[config.mk]
export PLATFORM = sky130hd
export DESIGN_NAME = ymodem_receive_packet_control_flat
export DESIGN_NICKNAME = d
export VERILOG_FILES = /design/src/hdl/ympc_pkg.sv /design/src/hdl/ympc_channels.sv /design/src/hdl/ympc_front.sv /design/src/hdl/ympc_queue.sv /design/src/hdl/ympc_back.sv /design/src/hdl/ymodem_receive_packet_control.sv /design/src/flat_wrapper.sv
export SDC_FILE = /design/constraint.sdc
export NUM_CORES = 1
export LEC_CHECK = 0
export ABC_CLOCK_PERIOD_IN_PS = 4750
export BUFFER_PORTS_ARGS = -buffer_cell sky130_fd_sc_hd__buf_2
export CAP_MARGIN = 20
export CORE_MARGIN = 4
export CORE_UTILIZATION = 35
export DETAILED_ROUTE_END_ITERATION = 6
export PLACE_DENSITY = 0.61
export SYNTH_ARGS = -nofsm -noshare
export SYNTH_HDL_FRONTEND = slang
export SYNTH_SLANG_ARGS = --single-unit
[constraint.sdc]
create_clock -name clk_i -period 4.75 [get_ports clk_i]
set_clock_uncertainty 0.15 [all_clocks]
set_input_delay 0.7125 -clock clk_i [delete_from_list [all_inputs] [get_ports clk_i]]
set_output_delay 0.7125 -clock clk_i [all_outputs]
set_load 0.05 [all_outputs]
[src/hdl/ympc_pkg.sv]
// ----------------------------------------------------------------------------
// ympc_pkg
// Shared widths, codes and types of the YMODEM receive packet control.
// ----------------------------------------------------------------------------
package ympc_pkg;

  // field widths
  localparam int unsigned OP_W     = 3;
  localparam int unsigned BYTE_W   = 8;
  localparam int unsigned CODE_W   = 3;
  localparam int unsigned KEEP_W   = 11;
  localparam int unsigned SIZE_W   = 31;
  localparam int unsigned ERR_W    = 8;
  localparam int unsigned CFG_IDX_W  = 1;
  localparam int unsigned CFG_DATA_W = 31;

  // defaults of the top level parameters
  localparam int unsigned MAX_PAYLOAD_DEF     = 1024;
  localparam int unsigned SIZE_DIGITS_MAX_DEF = 127;

  // depth of the queue between front and back
  localparam int unsigned QUEUE_DEPTH = 2;

  localparam logic [SIZE_W-1:0] SIZE_SAT = {SIZE_W{1'b1}};

  // configuration register indexes and reset values
  localparam logic [CFG_IDX_W-1:0] CFG_MAX_FILE_SIZE = 1'b0;
  localparam logic [CFG_IDX_W-1:0] CFG_ERROR_LIMIT   = 1'b1;
  localparam logic [SIZE_W-1:0]    MAX_FILE_SIZE_RST = 31'd1048576;
  localparam logic [ERR_W-1:0]     ERROR_LIMIT_RST   = 8'd5;

  // link opcodes
  localparam logic [OP_W-1:0] OP_BYTE        = 3'd0;
  localparam logic [OP_W-1:0] OP_PKT_END     = 3'd1;
  localparam logic [OP_W-1:0] OP_EOF         = 3'd2;
  localparam logic [OP_W-1:0] OP_SND_CANCEL  = 3'd3;
  localparam logic [OP_W-1:0] OP_RX_ERR      = 3'd4;
  localparam logic [OP_W-1:0] OP_LINK_ABORT  = 3'd5;
  localparam logic [OP_W-1:0] OP_TIMEOUT     = 3'd6;
  localparam logic [OP_W-1:0] OP_WRITE_FAIL  = 3'd7;

  // character codes used by the size parser
  localparam logic [BYTE_W-1:0] CHAR_NUL  = 8'h00;
  localparam logic [BYTE_W-1:0] CHAR_ZERO = 8'h30;
  localparam logic [BYTE_W-1:0] CHAR_NINE = 8'h39;

  typedef enum logic [CODE_W-1:0] {
    R_ACK  = 3'd0,
    R_NAK  = 3'd1,
    R_CA   = 3'd2,
    R_ACKC = 3'd3,
    R_C    = 3'd4
  } reply_e;

  typedef enum logic [CODE_W-1:0] {
    S_OK     = 3'd0,
    S_ABORT  = 3'd1,
    S_MAXERR = 3'd2,
    S_OVER   = 3'd3,
    S_NULL   = 3'd4,
    S_WERR   = 3'd5
  } status_e;

  typedef enum logic [2:0] {
    CMD_BYTE,
    CMD_PKT_END,
    CMD_EOF,
    CMD_SND_CANCEL,
    CMD_RX_ERR,
    CMD_LINK_ABORT,
    CMD_TIMEOUT,
    CMD_WRITE_FAIL
  } cmd_e;

  // classified item as queued between front and back
  typedef struct packed {
    cmd_e       kind;
    logic       is_nul;
    logic       is_digit;
    logic [3:0] digit;
  } cmd_t;

  typedef struct packed {
    logic [SIZE_W-1:0] max_file_size;
    logic [ERR_W-1:0]  error_limit;
  } cfg_t;

endpackage

[src/hdl/ympc_channels.sv]
// ----------------------------------------------------------------------------
// ympc channels
// Valid/ready channels of the receive packet control: input items, results
// and configuration writes.
// ----------------------------------------------------------------------------
interface ympc_in_if
  import ympc_pkg::*;
();
  logic              valid;
  logic              ready;
  logic [OP_W-1:0]   opcode;
  logic [BYTE_W-1:0] data_byte;

  modport source (output valid, output opcode, output data_byte, input ready);
  modport sink   (input valid, input opcode, input data_byte, output ready);
endinterface

interface ympc_out_if
  import ympc_pkg::*;
();
  logic              valid;
  logic              ready;
  logic [CODE_W-1:0] reply_code;
  logic [CODE_W-1:0] status;
  logic [KEEP_W-1:0] keep_length;
  logic [SIZE_W-1:0] declared_len;
  logic              xfer_done;

  modport source (output valid, output reply_code, output status, output keep_length,
                  output declared_len, output xfer_done, input ready);
  modport sink   (input valid, input reply_code, input status, input keep_length,
                  input declared_len, input xfer_done, output ready);
endinterface

interface ympc_cfg_if
  import ympc_pkg::*;
();
  logic                  valid;
  logic                  ready;
  logic [CFG_IDX_W-1:0]  index;
  logic [CFG_DATA_W-1:0] data;

  modport source (output valid, output index, output data, input ready);
  modport sink   (input valid, input index, input data, output ready);
endinterface

[src/hdl/ympc_front.sv]
// ----------------------------------------------------------------------------
// ympc_front
// Accepts link items and classifies them for the back end queue.
// ----------------------------------------------------------------------------
module ympc_front
  import ympc_pkg::*;
(
  ympc_in_if.sink in_i,
  input  logic    full_i,
  output logic    push_o,
  output cmd_t    cmd_o
);

  assign in_i.ready = !full_i;
  assign push_o     = in_i.valid && !full_i;

  always_comb begin
    cmd_o.is_nul   = (in_i.data_byte == CHAR_NUL);
    cmd_o.is_digit = (in_i.data_byte >= CHAR_ZERO) && (in_i.data_byte <= CHAR_NINE);
    cmd_o.digit    = 4'(in_i.data_byte - CHAR_ZERO);
    unique case (in_i.opcode)
      OP_BYTE:       cmd_o.kind = CMD_BYTE;
      OP_PKT_END:    cmd_o.kind = CMD_PKT_END;
      OP_EOF:        cmd_o.kind = CMD_EOF;
      OP_SND_CANCEL: cmd_o.kind = CMD_SND_CANCEL;
      OP_RX_ERR:     cmd_o.kind = CMD_RX_ERR;
      OP_LINK_ABORT: cmd_o.kind = CMD_LINK_ABORT;
      OP_TIMEOUT:    cmd_o.kind = CMD_TIMEOUT;
      OP_WRITE_FAIL: cmd_o.kind = CMD_WRITE_FAIL;
      default:       cmd_o.kind = CMD_BYTE;
    endcase
  end

endmodule

[src/hdl/ympc_queue.sv]
// ----------------------------------------------------------------------------
// ympc_queue
// Short FIFO of classified items between front and back.
// ----------------------------------------------------------------------------
module ympc_queue
  import ympc_pkg::*;
(
  input  logic clk_i,
  input  logic rst_ni,
  input  logic push_i,
  input  cmd_t cmd_i,
  output logic full_o,
  input  logic pop_i,
  output logic valid_o,
  output cmd_t cmd_o
);

  localparam int unsigned PtrW = (QUEUE_DEPTH > 1) ? $clog2(QUEUE_DEPTH) : 1;
  localparam int unsigned CntW = $clog2(QUEUE_DEPTH + 1);

  cmd_t            mem_q [QUEUE_DEPTH];
  logic [PtrW-1:0] wr_ptr_q, wr_ptr_d;
  logic [PtrW-1:0] rd_ptr_q, rd_ptr_d;
  logic [CntW-1:0] count_q, count_d;
  logic            do_push, do_pop;

  assign full_o  = (count_q == CntW'(QUEUE_DEPTH));
  assign valid_o = (count_q != '0);
  assign cmd_o   = mem_q[rd_ptr_q];
  assign do_push = push_i && !full_o;
  assign do_pop  = pop_i && valid_o;

  always_comb begin
    wr_ptr_d = wr_ptr_q;
    rd_ptr_d = rd_ptr_q;
    count_d  = count_q;
    if (do_push) begin
      wr_ptr_d = (wr_ptr_q == PtrW'(QUEUE_DEPTH - 1)) ? '0 : wr_ptr_q + 1'b1;
    end
    if (do_pop) begin
      rd_ptr_d = (rd_ptr_q == PtrW'(QUEUE_DEPTH - 1)) ? '0 : rd_ptr_q + 1'b1;
    end
    if (do_push && !do_pop) begin
      count_d = count_q + 1'b1;
    end else if (do_pop && !do_push) begin
      count_d = count_q - 1'b1;
    end
  end

  always_ff @(posedge clk_i or negedge rst_ni) begin
    if (!rst_ni) begin
      wr_ptr_q <= '0;
      rd_ptr_q <= '0;
      count_q  <= '0;
    end else begin
      wr_ptr_q <= wr_ptr_d;
      rd_ptr_q <= rd_ptr_d;
      count_q  <= count_d;
    end
  end

  always_ff @(posedge clk_i) begin
    if (do_push) begin
      mem_q[wr_ptr_q] <= cmd_i;
    end
  end

endmodule

[src/hdl/ympc_back.sv]
// ----------------------------------------------------------------------------
// ympc_back
// Executes queued items: header parse, truncation, retries and the
// registered result stage.
// ----------------------------------------------------------------------------
module ympc_back
  import ympc_pkg::*;
#(
  parameter int unsigned MAX_PAYLOAD     = MAX_PAYLOAD_DEF,
  parameter int unsigned SIZE_DIGITS_MAX = SIZE_DIGITS_MAX_DEF
) (
  input  logic            clk_i,
  input  logic            rst_ni,
  input  cfg_t            cfg_i,
  input  logic            cmd_valid_i,
  input  cmd_t            cmd_i,
  output logic            pop_o,
  ympc_out_if.source      out_o
);

  localparam int unsigned PosW  = $clog2(MAX_PAYLOAD + 1);
  localparam int unsigned CharW = $clog2(SIZE_DIGITS_MAX + 1);
  localparam int unsigned ProdW = SIZE_W + 4;

  typedef enum logic [1:0] {
    PH_FIRST,
    PH_NAME,
    PH_SIZE,
    PH_DONE
  } phase_e;

  // file and error state
  logic [ERR_W-1:0]  err_cnt_q, err_cnt_d;
  logic              eof_seen_q, eof_seen_d;
  logic              hdr_taken_q, hdr_taken_d;
  logic [SIZE_W-1:0] decl_size_q, decl_size_d;
  logic [SIZE_W-1:0] room_q, room_d;       // declared size less bytes kept
  // packet state
  logic [PosW-1:0]   byte_pos_q, byte_pos_d;
  phase_e            phase_q, phase_d;
  logic [SIZE_W-1:0] acc_q, acc_d;
  logic              not_empty_q, not_empty_d;
  logic [CharW-1:0]  chars_q, chars_d;
  // result register
  logic              out_valid_q, out_valid_d;
  reply_e            reply_q, reply_d;
  status_e           status_q, status_d;
  logic [KEEP_W-1:0] keep_q, keep_d;
  logic [SIZE_W-1:0] fsize_q, fsize_d;
  logic              done_q, done_d;

  logic              is_byte;
  logic [ERR_W-1:0]  err_inc;
  logic              err_over;
  logic [KEEP_W-1:0] keep_sel;
  logic [ProdW-1:0]  prod;

  assign is_byte = (cmd_i.kind == CMD_BYTE);
  assign pop_o   = cmd_valid_i && (is_byte || !out_valid_q || out_o.ready);

  assign err_inc  = (err_cnt_q == {ERR_W{1'b1}}) ? err_cnt_q : err_cnt_q + 1'b1;
  assign err_over = (err_inc > cfg_i.error_limit);
  assign keep_sel = (room_q < SIZE_W'(byte_pos_q)) ? room_q[KEEP_W-1:0]
                                                   : KEEP_W'(byte_pos_q);
  // acc * 10 + digit, by shifts
  assign prod = {1'b0, acc_q, 3'b000} + {3'b000, acc_q, 1'b0} + ProdW'(cmd_i.digit);

  always_comb begin
    reply_e  rep;
    status_e st;
    logic [KEEP_W-1:0] kp;
    logic [SIZE_W-1:0] fs;
    logic              dn;

    rep = R_ACK;
    st  = S_OK;
    kp  = '0;
    fs  = decl_size_q;
    dn  = 1'b0;

    err_cnt_d   = err_cnt_q;
    eof_seen_d  = eof_seen_q;
    hdr_taken_d = hdr_taken_q;
    decl_size_d = decl_size_q;
    room_d      = room_q;
    byte_pos_d  = byte_pos_q;
    phase_d     = phase_q;
    acc_d       = acc_q;
    not_empty_d = not_empty_q;
    chars_d     = chars_q;
    out_valid_d = out_valid_q && !out_o.ready;
    reply_d     = reply_q;
    status_d    = status_q;
    keep_d      = keep_q;
    fsize_d     = fsize_q;
    done_d      = done_q;

    if (pop_o) begin
      if (is_byte) begin
        // bytes past the payload size are dropped
        if (byte_pos_q < PosW'(MAX_PAYLOAD)) begin
          byte_pos_d = byte_pos_q + 1'b1;
          if (!hdr_taken_q) begin
            unique case (phase_q)
              PH_FIRST: begin
                if (cmd_i.is_nul) begin
                  phase_d = PH_DONE;
                end else begin
                  not_empty_d = 1'b1;
                  phase_d     = PH_NAME;
                end
              end
              PH_NAME: begin
                if (cmd_i.is_nul) begin
                  phase_d = PH_SIZE;
                end
              end
              PH_SIZE: begin
                if (cmd_i.is_digit) begin
                  acc_d   = (prod[ProdW-1:SIZE_W] != '0) ? SIZE_SAT : prod[SIZE_W-1:0];
                  chars_d = chars_q + 1'b1;
                  if (chars_q == CharW'(SIZE_DIGITS_MAX - 1)) begin
                    phase_d = PH_DONE;
                  end
                end else begin
                  phase_d = PH_DONE;
                end
              end
              PH_DONE: begin
              end
              default: begin
              end
            endcase
          end
        end
      end else begin
        unique case (cmd_i.kind)
          CMD_PKT_END: begin
            if (!hdr_taken_q) begin
              if (!not_empty_q) begin
                err_cnt_d = err_inc;
                rep = err_over ? R_CA : R_NAK;
                st  = err_over ? S_MAXERR : S_OK;
              end else begin
                fs = acc_q;
                if (acc_q == '0) begin
                  rep = R_CA;
                  st  = S_NULL;
                end else if (acc_q > cfg_i.max_file_size) begin
                  rep = R_CA;
                  st  = S_OVER;
                end else begin
                  rep         = R_ACKC;
                  hdr_taken_d = 1'b1;
                  decl_size_d = acc_q;
                  room_d      = acc_q;
                end
              end
            end else begin
              kp     = keep_sel;
              room_d = room_q - SIZE_W'(keep_sel);
              rep    = R_ACK;
            end
          end
          CMD_EOF: begin
            if (!eof_seen_q) begin
              eof_seen_d = 1'b1;
              rep        = R_NAK;
            end else begin
              rep = R_ACK;
              dn  = 1'b1;
            end
          end
          CMD_SND_CANCEL: begin
            rep = R_ACK;
            st  = S_ABORT;
          end
          CMD_RX_ERR: begin
            err_cnt_d = err_inc;
            rep = err_over ? R_CA : R_NAK;
            st  = err_over ? S_MAXERR : S_OK;
          end
          CMD_LINK_ABORT: begin
            rep = R_CA;
            st  = S_ABORT;
          end
          CMD_TIMEOUT: begin
            err_cnt_d = err_inc;
            rep = err_over ? R_CA : R_C;
            st  = err_over ? S_MAXERR : S_OK;
          end
          CMD_WRITE_FAIL: begin
            rep = R_CA;
            st  = S_WERR;
          end
          default: begin
          end
        endcase

        // every event closes the packet
        byte_pos_d  = '0;
        phase_d     = PH_FIRST;
        acc_d       = '0;
        not_empty_d = 1'b0;
        chars_d     = '0;
        // session end
        if (dn || st != S_OK) begin
          eof_seen_d  = 1'b0;
          hdr_taken_d = 1'b0;
          decl_size_d = '0;
          room_d      = '0;
        end

        out_valid_d = 1'b1;
        reply_d     = rep;
        status_d    = st;
        keep_d      = kp;
        fsize_d     = fs;
        done_d      = dn;
      end
    end
  end

  always_ff @(posedge clk_i or negedge rst_ni) begin
    if (!rst_ni) begin
      err_cnt_q   <= '0;
      eof_seen_q  <= 1'b0;
      hdr_taken_q <= 1'b0;
      decl_size_q <= '0;
      room_q      <= '0;
      byte_pos_q  <= '0;
      phase_q     <= PH_FIRST;
      acc_q       <= '0;
      not_empty_q <= 1'b0;
      chars_q     <= '0;
      out_valid_q <= 1'b0;
      reply_q     <= R_ACK;
      status_q    <= S_OK;
      keep_q      <= '0;
      fsize_q     <= '0;
      done_q      <= 1'b0;
    end else begin
      err_cnt_q   <= err_cnt_d;
      eof_seen_q  <= eof_seen_d;
      hdr_taken_q <= hdr_taken_d;
      decl_size_q <= decl_size_d;
      room_q      <= room_d;
      byte_pos_q  <= byte_pos_d;
      phase_q     <= phase_d;
      acc_q       <= acc_d;
      not_empty_q <= not_empty_d;
      chars_q     <= chars_d;
      out_valid_q <= out_valid_d;
      reply_q     <= reply_d;
      status_q    <= status_d;
      keep_q      <= keep_d;
      fsize_q     <= fsize_d;
      done_q      <= done_d;
    end
  end

  assign out_o.valid        = out_valid_q;
  assign out_o.reply_code   = reply_q;
  assign out_o.status       = status_q;
  assign out_o.keep_length  = keep_q;
  assign out_o.declared_len = fsize_q;
  assign out_o.xfer_done    = done_q;

  a_room_in_size: assert property (@(posedge clk_i) disable iff (!rst_ni)
    room_q <= decl_size_q)
    else $error("remaining room exceeds declared size");

  a_no_hdr_no_size: assert property (@(posedge clk_i) disable iff (!rst_ni)
    !hdr_taken_q |-> (decl_size_q == '0) && (room_q == '0))
    else $error("declared size held without a header");

  a_done_is_ack: assert property (@(posedge clk_i) disable iff (!rst_ni)
    out_valid_q && done_q |-> (reply_q == R_ACK) && (status_q == S_OK))
    else $error("session end without ACK and ok status");

  a_keep_only_ack: assert property (@(posedge clk_i) disable iff (!rst_ni)
    out_valid_q && (keep_q != '0) |-> (reply_q == R_ACK) && (status_q == S_OK))
    else $error("kept bytes on a non-ACK result");

  a_event_clears_pkt: assert property (@(posedge clk_i) disable iff (!rst_ni)
    pop_o && !is_byte |=> (byte_pos_q == '0) && (phase_q == PH_FIRST))
    else $error("packet state not cleared after an event");

endmodule

[src/hdl/ymodem_receive_packet_control.sv]
// ----------------------------------------------------------------------------
// ymodem_receive_packet_control
// YMODEM receiver packet control: header size parse, truncation, retries.
// ----------------------------------------------------------------------------
// Results: an accepted event item passes through the queue and then the
//   result register, from which its result is presented.
// Throughput: one item per cycle while the queue is not full; the back end
//   retires one queued item a cycle; an event item waits only while a
//   result is still held in the result register.
// Reset: asynchronous, active low; clears all file, packet and error state,
//   the queue and the result register; config returns to 1048576 and 5.
// ----------------------------------------------------------------------------
module ymodem_receive_packet_control
  import ympc_pkg::*;
#(
  parameter int unsigned MAX_PAYLOAD     = MAX_PAYLOAD_DEF,     // 128..1024
  parameter int unsigned SIZE_DIGITS_MAX = SIZE_DIGITS_MAX_DEF  // 10..127
) (
  input  logic        clk_i,
  input  logic        rst_ni,
  ympc_in_if.sink     in_i,
  ympc_cfg_if.sink    cfg_i,
  ympc_out_if.source  out_o
);

  // Configuration registers. Always ready; the user must write them only while idle, the block does not enforce it.
  cfg_t cfg_q, cfg_d;

  assign cfg_i.ready = 1'b1;

  always_comb begin
    cfg_d = cfg_q;
    if (cfg_i.valid) begin
      unique case (cfg_i.index)
        CFG_MAX_FILE_SIZE: cfg_d.max_file_size = cfg_i.data[SIZE_W-1:0];
        CFG_ERROR_LIMIT:   cfg_d.error_limit   = cfg_i.data[ERR_W-1:0];
        default: begin
        end
      endcase
    end
  end

  always_ff @(posedge clk_i or negedge rst_ni) begin
    if (!rst_ni) begin
      cfg_q.max_file_size <= MAX_FILE_SIZE_RST;
      cfg_q.error_limit   <= ERROR_LIMIT_RST;
    end else begin
      cfg_q <= cfg_d;
    end
  end

  // Front: decode opcode and byte class, push into the queue.
  logic push;
  logic full;
  cmd_t front_cmd;

  ympc_front u_front (
    .in_i   (in_i),
    .full_i (full),
    .push_o (push),
    .cmd_o  (front_cmd)
  );

  // Queue: lets the link side keep streaming while a result is held.
  logic pop;
  logic q_valid;
  cmd_t q_cmd;

  ympc_queue u_queue (
    .clk_i   (clk_i),
    .rst_ni  (rst_ni),
    .push_i  (push),
    .cmd_i   (front_cmd),
    .full_o  (full),
    .pop_i   (pop),
    .valid_o (q_valid),
    .cmd_o   (q_cmd)
  );

  // Back: state update and registered result. Bytes retire without a
  // result, so they never wait on the output side.
  ympc_back #(
    .MAX_PAYLOAD     (MAX_PAYLOAD),
    .SIZE_DIGITS_MAX (SIZE_DIGITS_MAX)
  ) u_back (
    .clk_i       (clk_i),
    .rst_ni      (rst_ni),
    .cfg_i       (cfg_q),
    .cmd_valid_i (q_valid),
    .cmd_i       (q_cmd),
    .pop_o       (pop),
    .out_o       (out_o)
  );

endmodule
[src/flat_wrapper.sv]
// flat-port wrapper written by rule: the top's interface ports become plain ports
module ymodem_receive_packet_control_flat import ympc_pkg::*;
#(
  parameter int unsigned MAX_PAYLOAD     = MAX_PAYLOAD_DEF,                 
  parameter int unsigned SIZE_DIGITS_MAX = SIZE_DIGITS_MAX_DEF            
)
  (clk_i, rst_ni, in_i_valid, in_i_opcode, in_i_data_byte, in_i_ready, cfg_i_valid, cfg_i_index, cfg_i_data, cfg_i_ready, out_o_valid, out_o_reply_code, out_o_status, out_o_keep_length, out_o_declared_len, out_o_xfer_done, out_o_ready);
  ympc_in_if in_i_i ();
  ympc_cfg_if cfg_i_i ();
  ympc_out_if out_o_i ();
  input  logic clk_i;
  input  logic rst_ni;
  input wire logic [$bits(in_i_i.valid)-1:0] in_i_valid;
  input wire logic [$bits(in_i_i.opcode)-1:0] in_i_opcode;
  input wire logic [$bits(in_i_i.data_byte)-1:0] in_i_data_byte;
  output wire logic [$bits(in_i_i.ready)-1:0] in_i_ready;
  input wire logic [$bits(cfg_i_i.valid)-1:0] cfg_i_valid;
  input wire logic [$bits(cfg_i_i.index)-1:0] cfg_i_index;
  input wire logic [$bits(cfg_i_i.data)-1:0] cfg_i_data;
  output wire logic [$bits(cfg_i_i.ready)-1:0] cfg_i_ready;
  output wire logic [$bits(out_o_i.valid)-1:0] out_o_valid;
  output wire logic [$bits(out_o_i.reply_code)-1:0] out_o_reply_code;
  output wire logic [$bits(out_o_i.status)-1:0] out_o_status;
  output wire logic [$bits(out_o_i.keep_length)-1:0] out_o_keep_length;
  output wire logic [$bits(out_o_i.declared_len)-1:0] out_o_declared_len;
  output wire logic [$bits(out_o_i.xfer_done)-1:0] out_o_xfer_done;
  input wire logic [$bits(out_o_i.ready)-1:0] out_o_ready;
  assign in_i_i.valid = in_i_valid;
  assign in_i_i.opcode = in_i_opcode;
  assign in_i_i.data_byte = in_i_data_byte;
  assign in_i_ready = in_i_i.ready;
  assign cfg_i_i.valid = cfg_i_valid;
  assign cfg_i_i.index = cfg_i_index;
  assign cfg_i_i.data = cfg_i_data;
  assign cfg_i_ready = cfg_i_i.ready;
  assign out_o_valid = out_o_i.valid;
  assign out_o_reply_code = out_o_i.reply_code;
  assign out_o_status = out_o_i.status;
  assign out_o_keep_length = out_o_i.keep_length;
  assign out_o_declared_len = out_o_i.declared_len;
  assign out_o_xfer_done = out_o_i.xfer_done;
  assign out_o_i.ready = out_o_ready;
  ymodem_receive_packet_control #(.MAX_PAYLOAD(MAX_PAYLOAD), .SIZE_DIGITS_MAX(SIZE_DIGITS_MAX)) u_core (.clk_i(clk_i), .rst_ni(rst_ni), .in_i(in_i_i), .cfg_i(cfg_i_i), .out_o(out_o_i));
endmodule
==> flow_metrics.py <==
metrics = {
    "outcome": {
        "status": "finished, violations left",
        "failed_checks": "negative setup slack",
    },
    "timing": {
        "rsz0062_at_grt": "yes",
        "setup_viol": 4,
        "drv_slew": 0,
        "worst_pin_slew_ps": 937,
        "hold_viol": 0,
        "finalCritPeriodShare_pct": 101,
        "worst_slack_ps": -65.7,
        "fin_setup_tns_ps": -151,
        "fmax_ghz": 0.208,
        "fin_crit_ps": 4820,
        "slew_headroom_pct": 37.4,
    },
    "clock_network": {
        "path_clk_slew_ps": 60,
        "cts_root_buffer": "clkbuf_16",
        "cts-htree-levels": 1,
        "clock_latency_ps": 560,
        "clockBufferDepth": 3,
        "numCtsBuffers": 28,
        "cts_tree": "yes",
        "cts.sink_count": 235,
    },
    "placed_design": {
        "gp_congestion": 0.887,
        "hpwl_mm": 29.7,
        "io_buffers": 98,
    },
    "cells_and_area": {
        "antennaDiodeCount": 0,
        "syn_to_final_growth_pct": 19.4,
        "regArea_sq_um": 5970,
        "nNetsFinal": 1902,
        "multiInputGateArea_sq_um": 8320,
        "drive_gt1_share_pct": 21.0,
        "final_util_pct": 42.2,
        "final_common_cell": "nand2_1",
        "most-common-layout-cells": "nand2_1, dfrtp_1, o21ai_0, ha_1, buf_4",
        "fill_cells": 4077,
    },
    "detailed_routing": {
        "antenna_left": 0,
        "route.detailed.drc": 0,
        "dr_total_vias": 12200,
        "wirelength_mm": 40.7,
        "dr.pass1.iters": 5,
        "initialDrtViolationCount": 980,
        "drt-vias-per-instance": 5.35,
        "routedWlPerCell_um": 17.8,
    },
    "power": {
        "power.density_nw_per_um2": 856,
        "leakage_nw": 8.27,
        "max-vdd-ir-drop_uv": 517,
    },
    "synth": {
        "ys_ff_latch": 235,
        "synth_cells": 1544,
        "syn_area_per_cell_sq_um": 9.57,
        "synthArstFlopShare_pct": 92.3,
        "synth_cell_types": 92,
        "ys_warn_count": 0,
        "synth_area_leader_cell": "dfrtp_1",
        "ys.flop_type": "dfrtp_1",
        "synth_nets": 1724,
        "ys_seq_area_share_pct": 40.4,
        "synth.cell_area_sq_um": 14800,
        "synthTopCellsByArea": "dfrtp_1, ha_1, nand2_1",
        "synth_top_cell_area_share_pct": 36.2,
        "synth_enable_flop_cells": 18,
    },
    "flow_run": {
        "max_cap_violations": 0,
    },
    "setup_path": {
        "crit_fanout": 3,
        "cp.arrival_ps": 5120,
        "required_ps": 5050,
        "end_kind": "register",
        "startpoint_type": "register",
        "critPathKind": "reg2reg",
    },
    "floorplanning": {
        "design.core.area_sq_um": 41900,
        "boundaryPins": 100,
        "initial_core_util_pct": 35.3,
        "dieArea_sq_um": 45600,
        "rows": 75,
        "fp.dieH_um": 214,
        "die_x_um": 214,
    },
    "grt": {
        "grt_pass1_vias": 11900,
        "track_usage_pct": 17.6,
        "grt_pass1_wl_mm": 65.1,
        "antenna_found_initial": 0,
        "grt-ovfl-total": 0,
        "grt_max_degree": 112,
    },
    "min_path": {
        "hold_path.class": "in2async",
    },
}
## routing by layer
layer | global-route usage, % | vias up | part of all wire, % | wire (um)
met1 | 25.8 | 5884 | 48 | 19500
met2 | 27.5 | 306 | 44 | 18000
met3 | 2.57 | 64 | 5.2 | 2120
met4 | 4.50 | 0 | 2.7 | 1080
met5 | 0 | - | 0 | 0
li1 | - | 5953 | - | -
## repair_timing
item                                    in CTS  in global routing
hold buffers                                 0                  0
endpoints found under the setup margin      13                 16
pin swaps                                    9                  6
resized for setup                           16                 15
buffers inserted                            27                  6
## Yosys cell counts (4+ instances only)
library cell,number
nand4_1,29
mux2i_1,54
ha_1,129
or4_1,4
or3_1,5
a21o_1,21
nor3_1,22
buf_1,7
o21a_1,10
mux2_2,19
inv_1,67
a22o_1,9
o31ai_1,13
a211oi_1,7
edfxtp_1,18
a31oi_4,21
nor4_1,24
o21ai_1,28
o21ai_0,134
dfrtp_1,214
xnor2_1,37
a221o_1,7
and3_1,15
a22oi_1,5
a31oi_1,8
nor2b_1,10
and2_1,11
nand2b_1,14
nor2_1,76
o21bai_1,4
xor2_1,18
o211ai_1,12
nand3_1,49
a21oi_2,7
buf_2,15
nand2_1,220
a21oi_1,80
clkbuf_1,41
## critical path, stage by stage (launching register included)
cell      delay, ps
dfrtp_1         380
or3_4           390
or3_4           350
nor4_4          150
and2b_1         200
nand4_1         170
a21oi_2         230
mux2i_1         270
ha_2            230
inv_2            40
fa_2            350
a211oi_2        190
o211ai_1        140
a31o_2          270
a21o_1          190
a21oi_2         150
buf_6           140
buf_6            90
and3_4          170
nor3b_2          40
a21o_1          180
a221o_1         250
## cell families after synthesis
logic type | share of synthesized area (%)
muxes | 5.20
AOI/OAI and AO/OA | 19.1
other | 0.0254
adders and majority gates | 11.3
and+or+nand+nor | 16.5
DFF | 40.4
xor gates and xnor gates | 3.26
buffers and inverters | 4.19
## worst paths after layout
kind | startpoint | slack (ps) | cells after the start | end
max reg2reg | u_core.u_back.room_q[16]$_DFFE_PN0P_ | -70 | 21 | u_core.u_back.room_q[30]$_DFFE_PN0P_
min reg2reg | u_core.u_back.decl_size_q[29]$_DFFE_PN0P_ | 310 | 2 | u_core.u_back.decl_size_q[29]$_DFFE_PN0P_
min in group clk_i | in_i_opcode[0] | 190 | 1 | u_core.u_queue.mem_q[0][6]$_DFFE_PP_
max | u_core.u_back.room_q[16]$_DFFE_PN0P_ | -70 | 21 | u_core.u_back.room_q[30]$_DFFE_PN0P_
min | rst_ni | 70 | 1 | u_core.u_back.out_o.declared_len[24]$_DFFE_PN0P_
max in group asynchronous | rst_ni | 3220 | 2 | u_core.u_back.decl_size_q[0]$_DFFE_PN0P_
## sequential cells by signal, indices dropped and copies added (netlist names), 2 cells and up
register / flops
u_core.u_back.chars_q: 7
u_core.u_back.out_o.status: 3
u_core.u_queue.mem_q: 18
u_core.u_back.room_q: 31
u_core.u_back.out_o.reply_code: 3
u_core.u_back.out_o.keep_length: 11
u_core.u_back.acc_q: 31
u_core.u_back.phase_q: 2
u_core.u_queue.count_q: 2
u_core.cfg_q: 39
u_core.u_back.decl_size_q: 31
u_core.u_back.out_o.declared_len: 31
u_core.u_back.byte_pos_q: 11
u_core.u_back.err_cnt_q: 8
## metrics by stage
step / instances / setup WS (ps) / power, mW / cell area, sq um / hold slack (ps)
2_1_floorplan: 1544 / 20.4 / 9.26 / 14800 / 267
3_3_place_gp: 2197 / -150 / 11.6 / 16300 / 299
3_5_place_dp: 2197 / -231 / 11.7 / 16300 / 306
4_1_cts: 2275 / -40.9 / 14.7 / 17500 / 103
5_1_grt: 2282 / -265 / 16.2 / 17700 / 122
6_report: 2282 / -65.7 / 15.1 / 17700 / 70.7
## report_power, final
part | switching, mW | internal (mW) | total [mW] | leakage (nW)
Sequential | 0.600 | 2.60 | 3.20 | 3.01
Combinational | 5.61 | 4.14 | 9.75 | 4.81
Clock | 0.860 | 1.30 | 2.16 | 0.447
## area by class of cell
| cell class | count | share of cell area, % |
|---|---|---|
| multi-input combinational | 1169 | 47.1 |
| sequential | 235 | 33.8 |
| timing repair buffer | 220 | 8.50 |
| clock buffer | 42 | 4.67 |
| tap | 539 | 3.82 |
| inverter | 68 | 1.45 |
| clock inverter | 9 | 0.581 |
(Power assumes the default switching activity.)
